### config.mk
export PLATFORM = sky130hd
export DESIGN_NAME = stable_priority_queue
export DESIGN_NICKNAME = d
export VERILOG_FILES = /design/src/rtl/core/spq_pkg.sv /design/src/rtl/core/spq_cell.sv /design/src/rtl/core/stable_priority_queue.sv
export SDC_FILE = /design/constraint.sdc
export NUM_CORES = 2
export LEC_CHECK = 0
export CAP_MARGIN = 10
export CORE_ASPECT_RATIO = 0.5
export CORE_MARGIN = 2
export CORE_UTILIZATION = 50
export CTS_BUF_LIST = sky130_fd_sc_hd__clkbuf_2 sky130_fd_sc_hd__clkbuf_4 sky130_fd_sc_hd__clkbuf_8
export CTS_CLUSTER_DIAMETER = 60
export DETAILED_ROUTE_END_ITERATION = 16
export DONT_BUFFER_PORTS = 1
export RECOVER_POWER = 25
export SYNTH_ARGS = -nofsm -noshare
export SYNTH_HDL_FRONTEND = slang
export SYNTH_SLANG_ARGS = --single-unit
### constraint.sdc
create_clock -name aclk -period 10.1 [get_ports aclk]
set_input_delay 0.505 -clock aclk [delete_from_list [all_inputs] [get_ports aclk]]
set_output_delay 0.505 -clock aclk [all_outputs]
set_load 0.03 [all_outputs]
### src/rtl/core/spq_pkg.sv
// Shared constants, codes and types for the stable priority queue.
`default_nettype none

package spq_pkg;

    localparam int CAPACITY = 16;
    localparam int CNT_W    = $clog2(CAPACITY + 1);
    localparam int DATA_W   = 32;
    localparam int COUNT_W  = 5;

    typedef enum logic [0:0] {
        ACT_ENQ = 1'b0,
        ACT_DEQ = 1'b1
    } action_t;

    typedef enum logic [1:0] {
        ST_ENQ   = 2'd0,
        ST_DEQ   = 2'd1,
        ST_EMPTY = 2'd2,
        ST_FULL  = 2'd3
    } status_t;

    // broadcast to every cell; at most one is set in a cycle
    typedef struct packed {
        logic ins_en;
        logic shift_en;
    } cell_ctl_t;

endpackage

`default_nettype wire

### src/rtl/core/spq_cell.sv
// One slot of the sorted chain: holds a pair, compares, takes from a neighbor.
`default_nettype none

module spq_cell (
    input  wire                                   aclk,
    input  spq_pkg::cell_ctl_t                    ctl,
    input  wire logic signed [spq_pkg::DATA_W-1:0] new_value,
    input  wire logic signed [spq_pkg::DATA_W-1:0] new_priority,
    input  wire logic                             occupied,
    input  wire logic                             left_ge,
    input  wire logic signed [spq_pkg::DATA_W-1:0] left_value,
    input  wire logic signed [spq_pkg::DATA_W-1:0] left_priority,
    input  wire logic signed [spq_pkg::DATA_W-1:0] right_value,
    input  wire logic signed [spq_pkg::DATA_W-1:0] right_priority,
    output logic                                  ge,
    output logic signed [spq_pkg::DATA_W-1:0]     entry_value,
    output logic signed [spq_pkg::DATA_W-1:0]     entry_priority
);

    logic signed [spq_pkg::DATA_W-1:0] value_reg, value_next;
    logic signed [spq_pkg::DATA_W-1:0] priority_reg, priority_next;

    // entries ahead of the insert point keep their place (ties stay ahead)
    assign ge = occupied && (priority_reg >= new_priority);

    always_comb begin
        value_next    = value_reg;
        priority_next = priority_reg;
        if (ctl.shift_en) begin
            value_next    = right_value;
            priority_next = right_priority;
        end else if (ctl.ins_en && !ge) begin
            if (left_ge) begin
                value_next    = new_value;
                priority_next = new_priority;
            end else begin
                value_next    = left_value;
                priority_next = left_priority;
            end
        end
    end

    always_ff @(posedge aclk) begin
        value_reg    <= value_next;
        priority_reg <= priority_next;
    end

    assign entry_value    = value_reg;
    assign entry_priority = priority_reg;

endmodule

`default_nettype wire

### src/rtl/core/stable_priority_queue.sv
// Top level: bounded stable priority queue built as a chain of sorted cells.
//
//  channel | dir | tdata (low bit up)                 | tuser
//  --------+-----+------------------------------------+----------------
//  s_      | in  | item_value[31:0], item_priority    | action
//  m_      | out | out_value[31:0], count[36:32], pad | status
//
// Every cell compares its priority with the new one in parallel; on an insert
// it loads from itself, its left neighbor or the input, on a dequeue from the right.
// An item is taken every cycle while the result register is empty or drained.
// Reset clears the entry count and the result valid; cell contents are left.
// A stalled result holds its item and blocks the input until taken.
`default_nettype none

module stable_priority_queue (
    input  wire         aclk,
    input  wire         aresetn,
    input  wire         s_tvalid,
    output logic        s_tready,
    input  wire  [63:0] s_tdata,   // item_value[31:0], item_priority[63:32]
    input  wire  [0:0]  s_tuser,   // action[0]
    output logic        m_tvalid,
    input  wire         m_tready,
    output logic [39:0] m_tdata,   // out_value[31:0], count[36:32], zero[39:37]
    output logic [1:0]  m_tuser    // status[1:0]
);

    localparam int CAP = spq_pkg::CAPACITY;
    localparam int CW  = spq_pkg::CNT_W;
    localparam int DW  = spq_pkg::DATA_W;

    logic                 accept;
    logic                 is_deq, full, empty;
    spq_pkg::cell_ctl_t   ctl;
    logic signed [DW-1:0] in_value, in_priority;

    logic [CW-1:0]        count_reg, count_next;
    logic                 m_valid_reg, m_valid_next;
    logic [DW-1:0]        m_value_reg, m_value_next;
    logic [1:0]           m_status_reg, m_status_next;
    logic [spq_pkg::COUNT_W-1:0] m_count_reg, m_count_next;
    logic [31:0]          count_wide;

    logic                 ge_w    [CAP];
    logic signed [DW-1:0] val_w   [CAP];
    logic signed [DW-1:0] pri_w   [CAP];

    assign in_value    = s_tdata[31:0];
    assign in_priority = s_tdata[63:32];

    assign s_tready = !m_valid_reg || m_tready;
    assign accept   = s_tvalid && s_tready;
    assign is_deq   = (s_tuser[0] == spq_pkg::ACT_DEQ);
    assign full     = (count_reg == CW'(CAP));
    assign empty    = (count_reg == '0);

    assign ctl.ins_en   = accept && !is_deq && !full;
    assign ctl.shift_en = accept && is_deq && !empty;

    genvar i;
    generate
        for (i = 0; i < CAP; i++) begin : g_cell
            logic                 left_ge;
            logic signed [DW-1:0] left_value, left_priority;
            logic signed [DW-1:0] right_value, right_priority;

            if (i == 0) begin : g_head
                // a virtual entry of top priority sits ahead of the head
                assign left_ge       = 1'b1;
                assign left_value    = '0;
                assign left_priority = '0;
            end else begin : g_mid
                assign left_ge       = ge_w[i-1];
                assign left_value    = val_w[i-1];
                assign left_priority = pri_w[i-1];
            end

            if (i == CAP - 1) begin : g_tail
                assign right_value    = val_w[i];
                assign right_priority = pri_w[i];
            end else begin : g_body
                assign right_value    = val_w[i+1];
                assign right_priority = pri_w[i+1];
            end

            spq_cell u_cell (
                .aclk           (aclk),
                .ctl            (ctl),
                .new_value      (in_value),
                .new_priority   (in_priority),
                .occupied       (CW'(i) < count_reg),
                .left_ge        (left_ge),
                .left_value     (left_value),
                .left_priority  (left_priority),
                .right_value    (right_value),
                .right_priority (right_priority),
                .ge             (ge_w[i]),
                .entry_value    (val_w[i]),
                .entry_priority (pri_w[i])
            );
        end
    endgenerate

    always_comb begin
        count_next    = count_reg;
        m_valid_next  = m_valid_reg;
        m_value_next  = m_value_reg;
        m_status_next = m_status_reg;
        if (ctl.ins_en) begin
            count_next = count_reg + CW'(1);
        end else if (ctl.shift_en) begin
            count_next = count_reg - CW'(1);
        end
        if (accept) begin
            m_valid_next = 1'b1;
            m_value_next = ctl.shift_en ? val_w[0] : '0;
            priority if (ctl.ins_en)   m_status_next = spq_pkg::ST_ENQ;
            else if (ctl.shift_en)     m_status_next = spq_pkg::ST_DEQ;
            else if (is_deq)           m_status_next = spq_pkg::ST_EMPTY;
            else                       m_status_next = spq_pkg::ST_FULL;
        end else if (m_tready) begin
            m_valid_next = 1'b0;
        end
    end

    // count field carries the entry count after the item, which fits in COUNT_W bits
    assign count_wide   = 32'(count_next);
    assign m_count_next = accept ? count_wide[spq_pkg::COUNT_W-1:0] : m_count_reg;

    always_ff @(posedge aclk) begin
        if (!aresetn) begin
            count_reg   <= '0;
            m_valid_reg <= 1'b0;
        end else begin
            count_reg   <= count_next;
            m_valid_reg <= m_valid_next;
        end
        m_value_reg  <= m_value_next;
        m_status_reg <= m_status_next;
        m_count_reg  <= m_count_next;
    end

    assign m_tvalid = m_valid_reg;
    assign m_tdata  = {3'b000, m_count_reg, m_value_reg};
    assign m_tuser  = m_status_reg;

    a_count_bound: assert property (@(posedge aclk) disable iff (!aresetn)
        count_reg <= CW'(CAP))
        else $error("entry count above capacity");

    a_enq_count: assert property (@(posedge aclk) disable iff (!aresetn)
        ctl.ins_en |=> (count_reg == $past(count_reg) + CW'(1)) &&
                       (m_tuser == spq_pkg::ST_ENQ))
        else $error("insert did not grow the count");

    a_deq_head: assert property (@(posedge aclk) disable iff (!aresetn)
        ctl.shift_en |=> (m_value_reg == $past(val_w[0])) &&
                         (count_reg == $past(count_reg) - CW'(1)))
        else $error("dequeue did not return the head entry");

endmodule

`default_nettype wire
# After elaboration in Yosys (flattened, before gate mapping)
# Index checks and enable logic that the tools add are counted.
[totals] reg_bits=1069 input_bits=69 output_inout_bits=44 word_cells=247
[op_classes] n_addsub=2 order_cmp=32 n_eq_ne=1 n_mux=96 bitwise_logic=1 reduce_logical=77
[op_table] cell="32-bit 2-to-1 mux" n=90
[op_table] cell="32-bit >= comparator" n=16
[op_table] cell="4-bit by 5-bit < comparator with 1-bit output, first input constant" n=8
[op_table] cell="1-bit logical AND" n=37
[op_table] cell="2-bit nonzero test" n=16
[op_table] cell="1-bit zero test" n=20
[op_table] cell="3-bit by 5-bit < comparator with 1-bit output, first input constant" n=4
[op_table] cell="1-bit by 5-bit < comparator with 1-bit output, first input constant" n=2
[op_table] cell="2-bit by 5-bit < comparator with 1-bit output, first input constant" n=2
[op_table] cell="5-bit 2-to-1 mux" n=2
[op_table] cell="5-bit by 1-bit adder with 5-bit output, second input constant" n=1
[op_table] cell="5-bit == test, second input constant" n=1
[op_table] cell="5-bit zero test" n=1
[op_table] cell="5-bit by 1-bit subtractor with 5-bit output, second input constant" n=1
[op_table] cell="1-bit 2-to-1 mux" n=4
[op_table] cell="2-bit AND reduction" n=1
[op_table] cell="2-bit OR reduction" n=1
[op_table] cell="1-bit logical OR" n=1
[op_table] cell="1-bit inverter" n=1

# Depth between registers and ports, before layout
[logic_depth] word_depth=8 mapped_depth=13 ltp_nobuf=10

# Hierarchy
# From an unflattened synthesis, not the netlist that was laid out.
[unflattened] cells_unflattened=6499 area_unflattened_um2=67229.5
[by_module_without_submodules] mod="spq_cell at g_cell[0].u_cell ..." instances=13 cells_per_inst=396 area_each_um2=4075.2 seq_area_each_um2=1921.8
[by_module_without_submodules] mod="spq_cell at g_cell[8].u_cell ..." instances=2 cells_per_inst=395 area_each_um2=4043.9 seq_area_each_um2=1921.8
[by_module_without_submodules] mod="spq_cell at g_cell[13].u_cell" instances=1 cells_per_inst=394 area_each_um2=4085.2 seq_area_each_um2=1921.8
[by_module_without_submodules] mod="stable_priority_queue" instances=1 cells_per_inst=167 area_each_um2=2079.5 seq_area_each_um2=1291.2

# Worst setup path before layout
# No wires, ideal clock.
[synth_path] path_type="input port to flip-flop" startpoint="input s_tdata[33]" endpoint="register g_cell[10].u_cell.priority_reg, in the netlist g_cell[10].u_cell.entry_priority[0], enable pin" setup_time_ns=0.574 arrival_time_ns=7.376 required_time_ns=9.526 setup_slack_ns=2.150 stages=12 path_buffers=3 path_cell_list="clkbuf_1 inv_1 ha_1 nor2b_1 o211ai_1 a21oi_1 o31ai_1 a21oi_1 o31a_1 buf_2 buf_1 o21ai_0"
[synth_between] elab_chain_len=5
[synth_rtl] element="start, declared" line_no="stable_priority_queue.sv:20" text="input wire [63:0] s_tdata,"
[synth_rtl] element="32-bit >= comparator" line_no="spq_cell.sv:24" text="assign ge = occupied && (priority_reg >= new_priority);"
[synth_rtl] element="1-bit logical AND" line_no="spq_cell.sv:24"
[synth_rtl] element="1-bit zero test" line_no="spq_cell.sv:32" text="end else if (ctl.ins_en && !ge) begin"
[synth_rtl] element="1-bit logical AND" line_no="spq_cell.sv:32"
[synth_rtl] element="2-bit nonzero test (no source line)"
[synth_rtl] element="end signal, assigned" line_no="spq_cell.sv:45" text="priority_reg <= priority_next;"
[synth_rtl] element="end, declared" line_no="spq_cell.sv:21" text="logic signed [spq_pkg::DATA_W-1:0] priority_reg, priority_next;"
# Every way passes these cells.
# A chain may end at the register's enable or synchronous reset.

# Worst setup path after layout
[layout_path] startpoint="register count_reg[1]" endpoint="register g_cell[13].u_cell.priority_reg, in the netlist g_cell[13].u_cell.entry_priority[17], enable pin"
[layout_between] elab_chain_len=5 elab_cells_between_ends=11 classes_between="order compare (1); eq/ne (1); reduce/logical (9)"
[layout_rtl] element="start, declared" line_no="stable_priority_queue.sv:37" text="logic [CW-1:0] count_reg, count_next;"
[layout_rtl] element="start signal, assigned" line_no="stable_priority_queue.sv:135" text="count_reg <= count_next;"
[layout_rtl] element="4-bit by 5-bit < comparator with 1-bit output / 5-bit == test (equally long branches)" line_no="stable_priority_queue.sv:91, stable_priority_queue.sv:54"
[layout_rtl] element="1-bit logical AND / 1-bit zero test (equally long branches)" line_no="spq_cell.sv:24, stable_priority_queue.sv:57"
[layout_rtl] element="1-bit zero test / 1-bit logical AND (equally long branches)" line_no="spq_cell.sv:32, stable_priority_queue.sv:57"
[layout_rtl] element="1-bit logical AND" line_no="spq_cell.sv:32"
[layout_rtl] element="2-bit nonzero test (no source line) *"
[layout_rtl] element="end signal, assigned" line_no="spq_cell.sv:45"
[layout_rtl] element="end, declared" line_no="spq_cell.sv:21"
# Mark *: on every way between the ends. The rest lies on a longest branch, timed or not.

==> impl_metrics.yaml <==
clock_tree:
  clock-root-buffer: "clkbuf_8"
  clkLatencyLatePin_ns: 0.93
  numCtsBuffers: 164
  cts_tree: "done"
  cts_max_level: 4
  cts.clk_slew.worst_paths_ns: 0.08
  clock_tree.buffer_depth: 3
  cts.sinks: 1069
sta:
  rsz0062_at_grt: "false"
  setup_slack_ns: 2.28
  period_needed_ns: 7.82
  hold_viol: 0
  tns_ns: 0
  fin_crit_sh_pct: 77.4
  slew_viol_final: 414
  fmax_mhz: 128
  whs_ns: 0.0594
  worst_pin_slew_ns: 4.42
  fin_skew_ns: 0.0519
  setup_viol: 0
  relSlewSlack_pct: -194
power_and_ir_drop:
  peakVddDrop_uv: 139
  p_leak_nw: 23.9
  power.density_nw_per_um2: 201
global_routing:
  grt_pass1_vias: 47927
  grt_use_met1_pct: 48.7
  antenna_found_initial: 7
  track_usage_pct: 33.0
  grt.overflow.total: 0
  use_met3_pct: 6.53
  met2_usage_pct: 48.8
  grt_first_pass_wirelength_um: 320000
  grt_max_degree: 202
  grt-busiest-layer: "met2"
floorplanning:
  fp-row-count: 92
  initial_core_util_pct: 50.3
  die_h_um: 255
  die-area_sq_um: 129000
  io_pins: 113
  core_area_sq_um: 126000
  die_w_um: 507
setup_path:
  crit_path_start_kind: "register"
  end_kind: "register"
  crit_required_ns: 10.61
  worstSetupStartpoint: "count_reg[1]"
  critPathKind: "register to register"
  reg2reg_from: "count_reg[1]"
  crit_fanout: 111
  arrival_ns: 8.33
synth:
  synth_edf_count: 1063
  avgSynthCellArea_sq_um: 10.6
  syn_area_sq_um: 63200
  yosys_register_bits: 1069
  yosys_warnings: 0
  synth_cell_type_count: 69
  synth_cells: 5972
  async_flop_share_pct: 0
  seq_area_frac_synth_pct: 50.7
  ys.flop_type: "edfxtp_1"
detailed_routing:
  via_per_inst: 6.58
  wl_per_cell_um: 28.6
  ant_nets: 0
  drt_iter0_drc: 6268
  drt-total-wl_um: 219000
  drc_errors: 0
  vias: 50361
  first_pass_iters: 8
outcome:
  status: "complete, but fails checks"
  violations: "capacitance limit, slew limit"
place:
  pre_cts_slack_ns: 3.55
  dp_cells: 7293
  gp_congestion: 0.988
  place_hpwl_um: 140000
  io_buffers: 0
worst_hold_path:
  holdCritStartpoint: "s_tdata[40]"
  hold_class: "primary input to register"
cells_and_area:
  drive_above_1_share_pct: 7.21
  syn_to_final_growth_pct: 8.11
  finalNonFillerCells: 7658
  finish.utilization_pct: 54.4
  fin_nets: 6419
job:
  drv_cap: 13
==> synthesized netlist by cell type, types with 4 or more instances <==
library cell  instances  area, sq um
a2111oi_0             6         52.6
a211oi_1             14          105
a21boi_0              6         45.0
a21o_1               60          450
a21oi_1             398         1990
a221oi_1             15          131
a31oi_1              13         81.3
a32o_1                4         40.0
and2_1               13         81.3
and3_1               34          213
and4_1               16          140
buf_1                35          131
buf_2                57          285
buf_4                10         75.1
buf_8                 4         60.1
clkbuf_1            349         1310
dfxtp_1               6          120
edfxtp_1           1063        31900
ha_1                515         6440
inv_1                69          259
mux2_2               64          721
mux2i_1             449         4490
nand2_1             999         3750
nand2b_1             14         87.6
nand3_1             446         2230
nand4_1             101          632
nor2_1              237          890
nor2b_1              19          119
nor3_1               14         70.1
nor3b_1               4         30.0
nor4_1               17          106
o211ai_1            518         3890
o21a_1                4         30.0
o21ai_0             181          906
o21ai_1             146          731
o221ai_1              8         70.1
o22ai_1               5         31.3
o31ai_1               6         45.0
or3_1                 5         31.3
or4b_1                4         40.0
==> stage by stage <==
step                      total power [W]  area (sq um)
after floorplan                   0.00866         63200
after global placement            0.00975         64500
after detailed placement          0.00987         64500
after CTS                          0.0137         68400
after global routing               0.0143         68300
final                              0.0137         68400
==> repair_timing <==
action | in CTS | in global routing
setup endpoints to repair | 0 | 0
hold buffers | 68 | 0
endpoints found under the hold margin | 599 | 0
gates resized for setup | 0 | 0
setup buffers | 0 | 0
==> cell families after synthesis <==
family                     share of synthesized area (%)
other                                            0.00593
buffers and inverters                               3.39
adders and majority gates                           10.2
xor gates and xnor gates                          0.0416
and+or+nand+nor                                     13.5
AOI/OAI and AO/OA                                   13.9
DFF                                                 50.7
muxes                                               8.25
==> routing by layer <==
metal / share of wire [%] / routed length (um)
met5: 0.017 / 38
met2: 43 / 94100
met3: 9.6 / 21100
met1: 44 / 97500
met4: 3.0 / 6500
==> cell type report <==
type | count | area, sq um
Sequential cell | 1069 | 32000
Timing Repair Buffer | 152 | 1380
Tap cell | 1692 | 2120
Clock buffer | 226 | 2750
Inverter | 69 | 259
Antenna cell | 4 | 10.0
Multi-Input combinational cell | 4379 | 29300
Clock inverter | 67 | 489
Fill cell | 11014 | 57300
==> power by group <==
group / leakage (nW) / internal (W) / switching (W)
logic: 12.1 / 0.00114 / 0.00229
registers: 10.1 / 0.00596 / 0.000544
clock network: 1.71 / 0.00190 / 0.00190
==> layout by cell type (no fill, tap or decap), drive strengths merged, types with 6 or more instances in the layout <==
master	Yosys	layout
o221ai	8	8
a31oi	13	13
nand4	101	101
nor2	237	237
o31ai	6	6
buf	108	80
mux2	64	64
nand3	446	446
o21ai	327	327
a21boi	6	6
nor3	15	15
inv	69	75
mux2i	449	449
o211ai	518	518
and3	34	34
a2111oi	6	6
and4	16	16
a21o	60	60
nor2b	19	19
nand2	999	999
nand2b	14	14
nor4	17	17
a21oi	398	398
a211oi	14	14
a221oi	16	16
clkbuf	349	231
dlygate4sd3	0	67
edfxtp	1063	1063
ha	515	515
dfxtp	6	6
clkinv	0	54
and2	13	13
==> final timing paths <==
kind | cells after the start | to | slack (ns)
max | 8 | g_cell[13].u_cell.entry_priority[17] | 2.28
min | 2 | g_cell[0].u_cell.entry_priority[8] | 0.06
max reg2reg | 8 | g_cell[13].u_cell.entry_priority[17] | 2.28
min reg2reg | 2 | g_cell[14].u_cell.entry_value[18] | 0.55
==> critical path: stages, from the launching register on <==
cell      delay [ns]
dfxtp_1         0.65
inv_1           0.17
ha_1            0.30
a31oi_4         0.18
clkbuf_1        1.66
nand2_4         0.99
buf_12          0.50
nand2_1         1.92
buf_4           0.85
(Power assumes the default switching activity.)
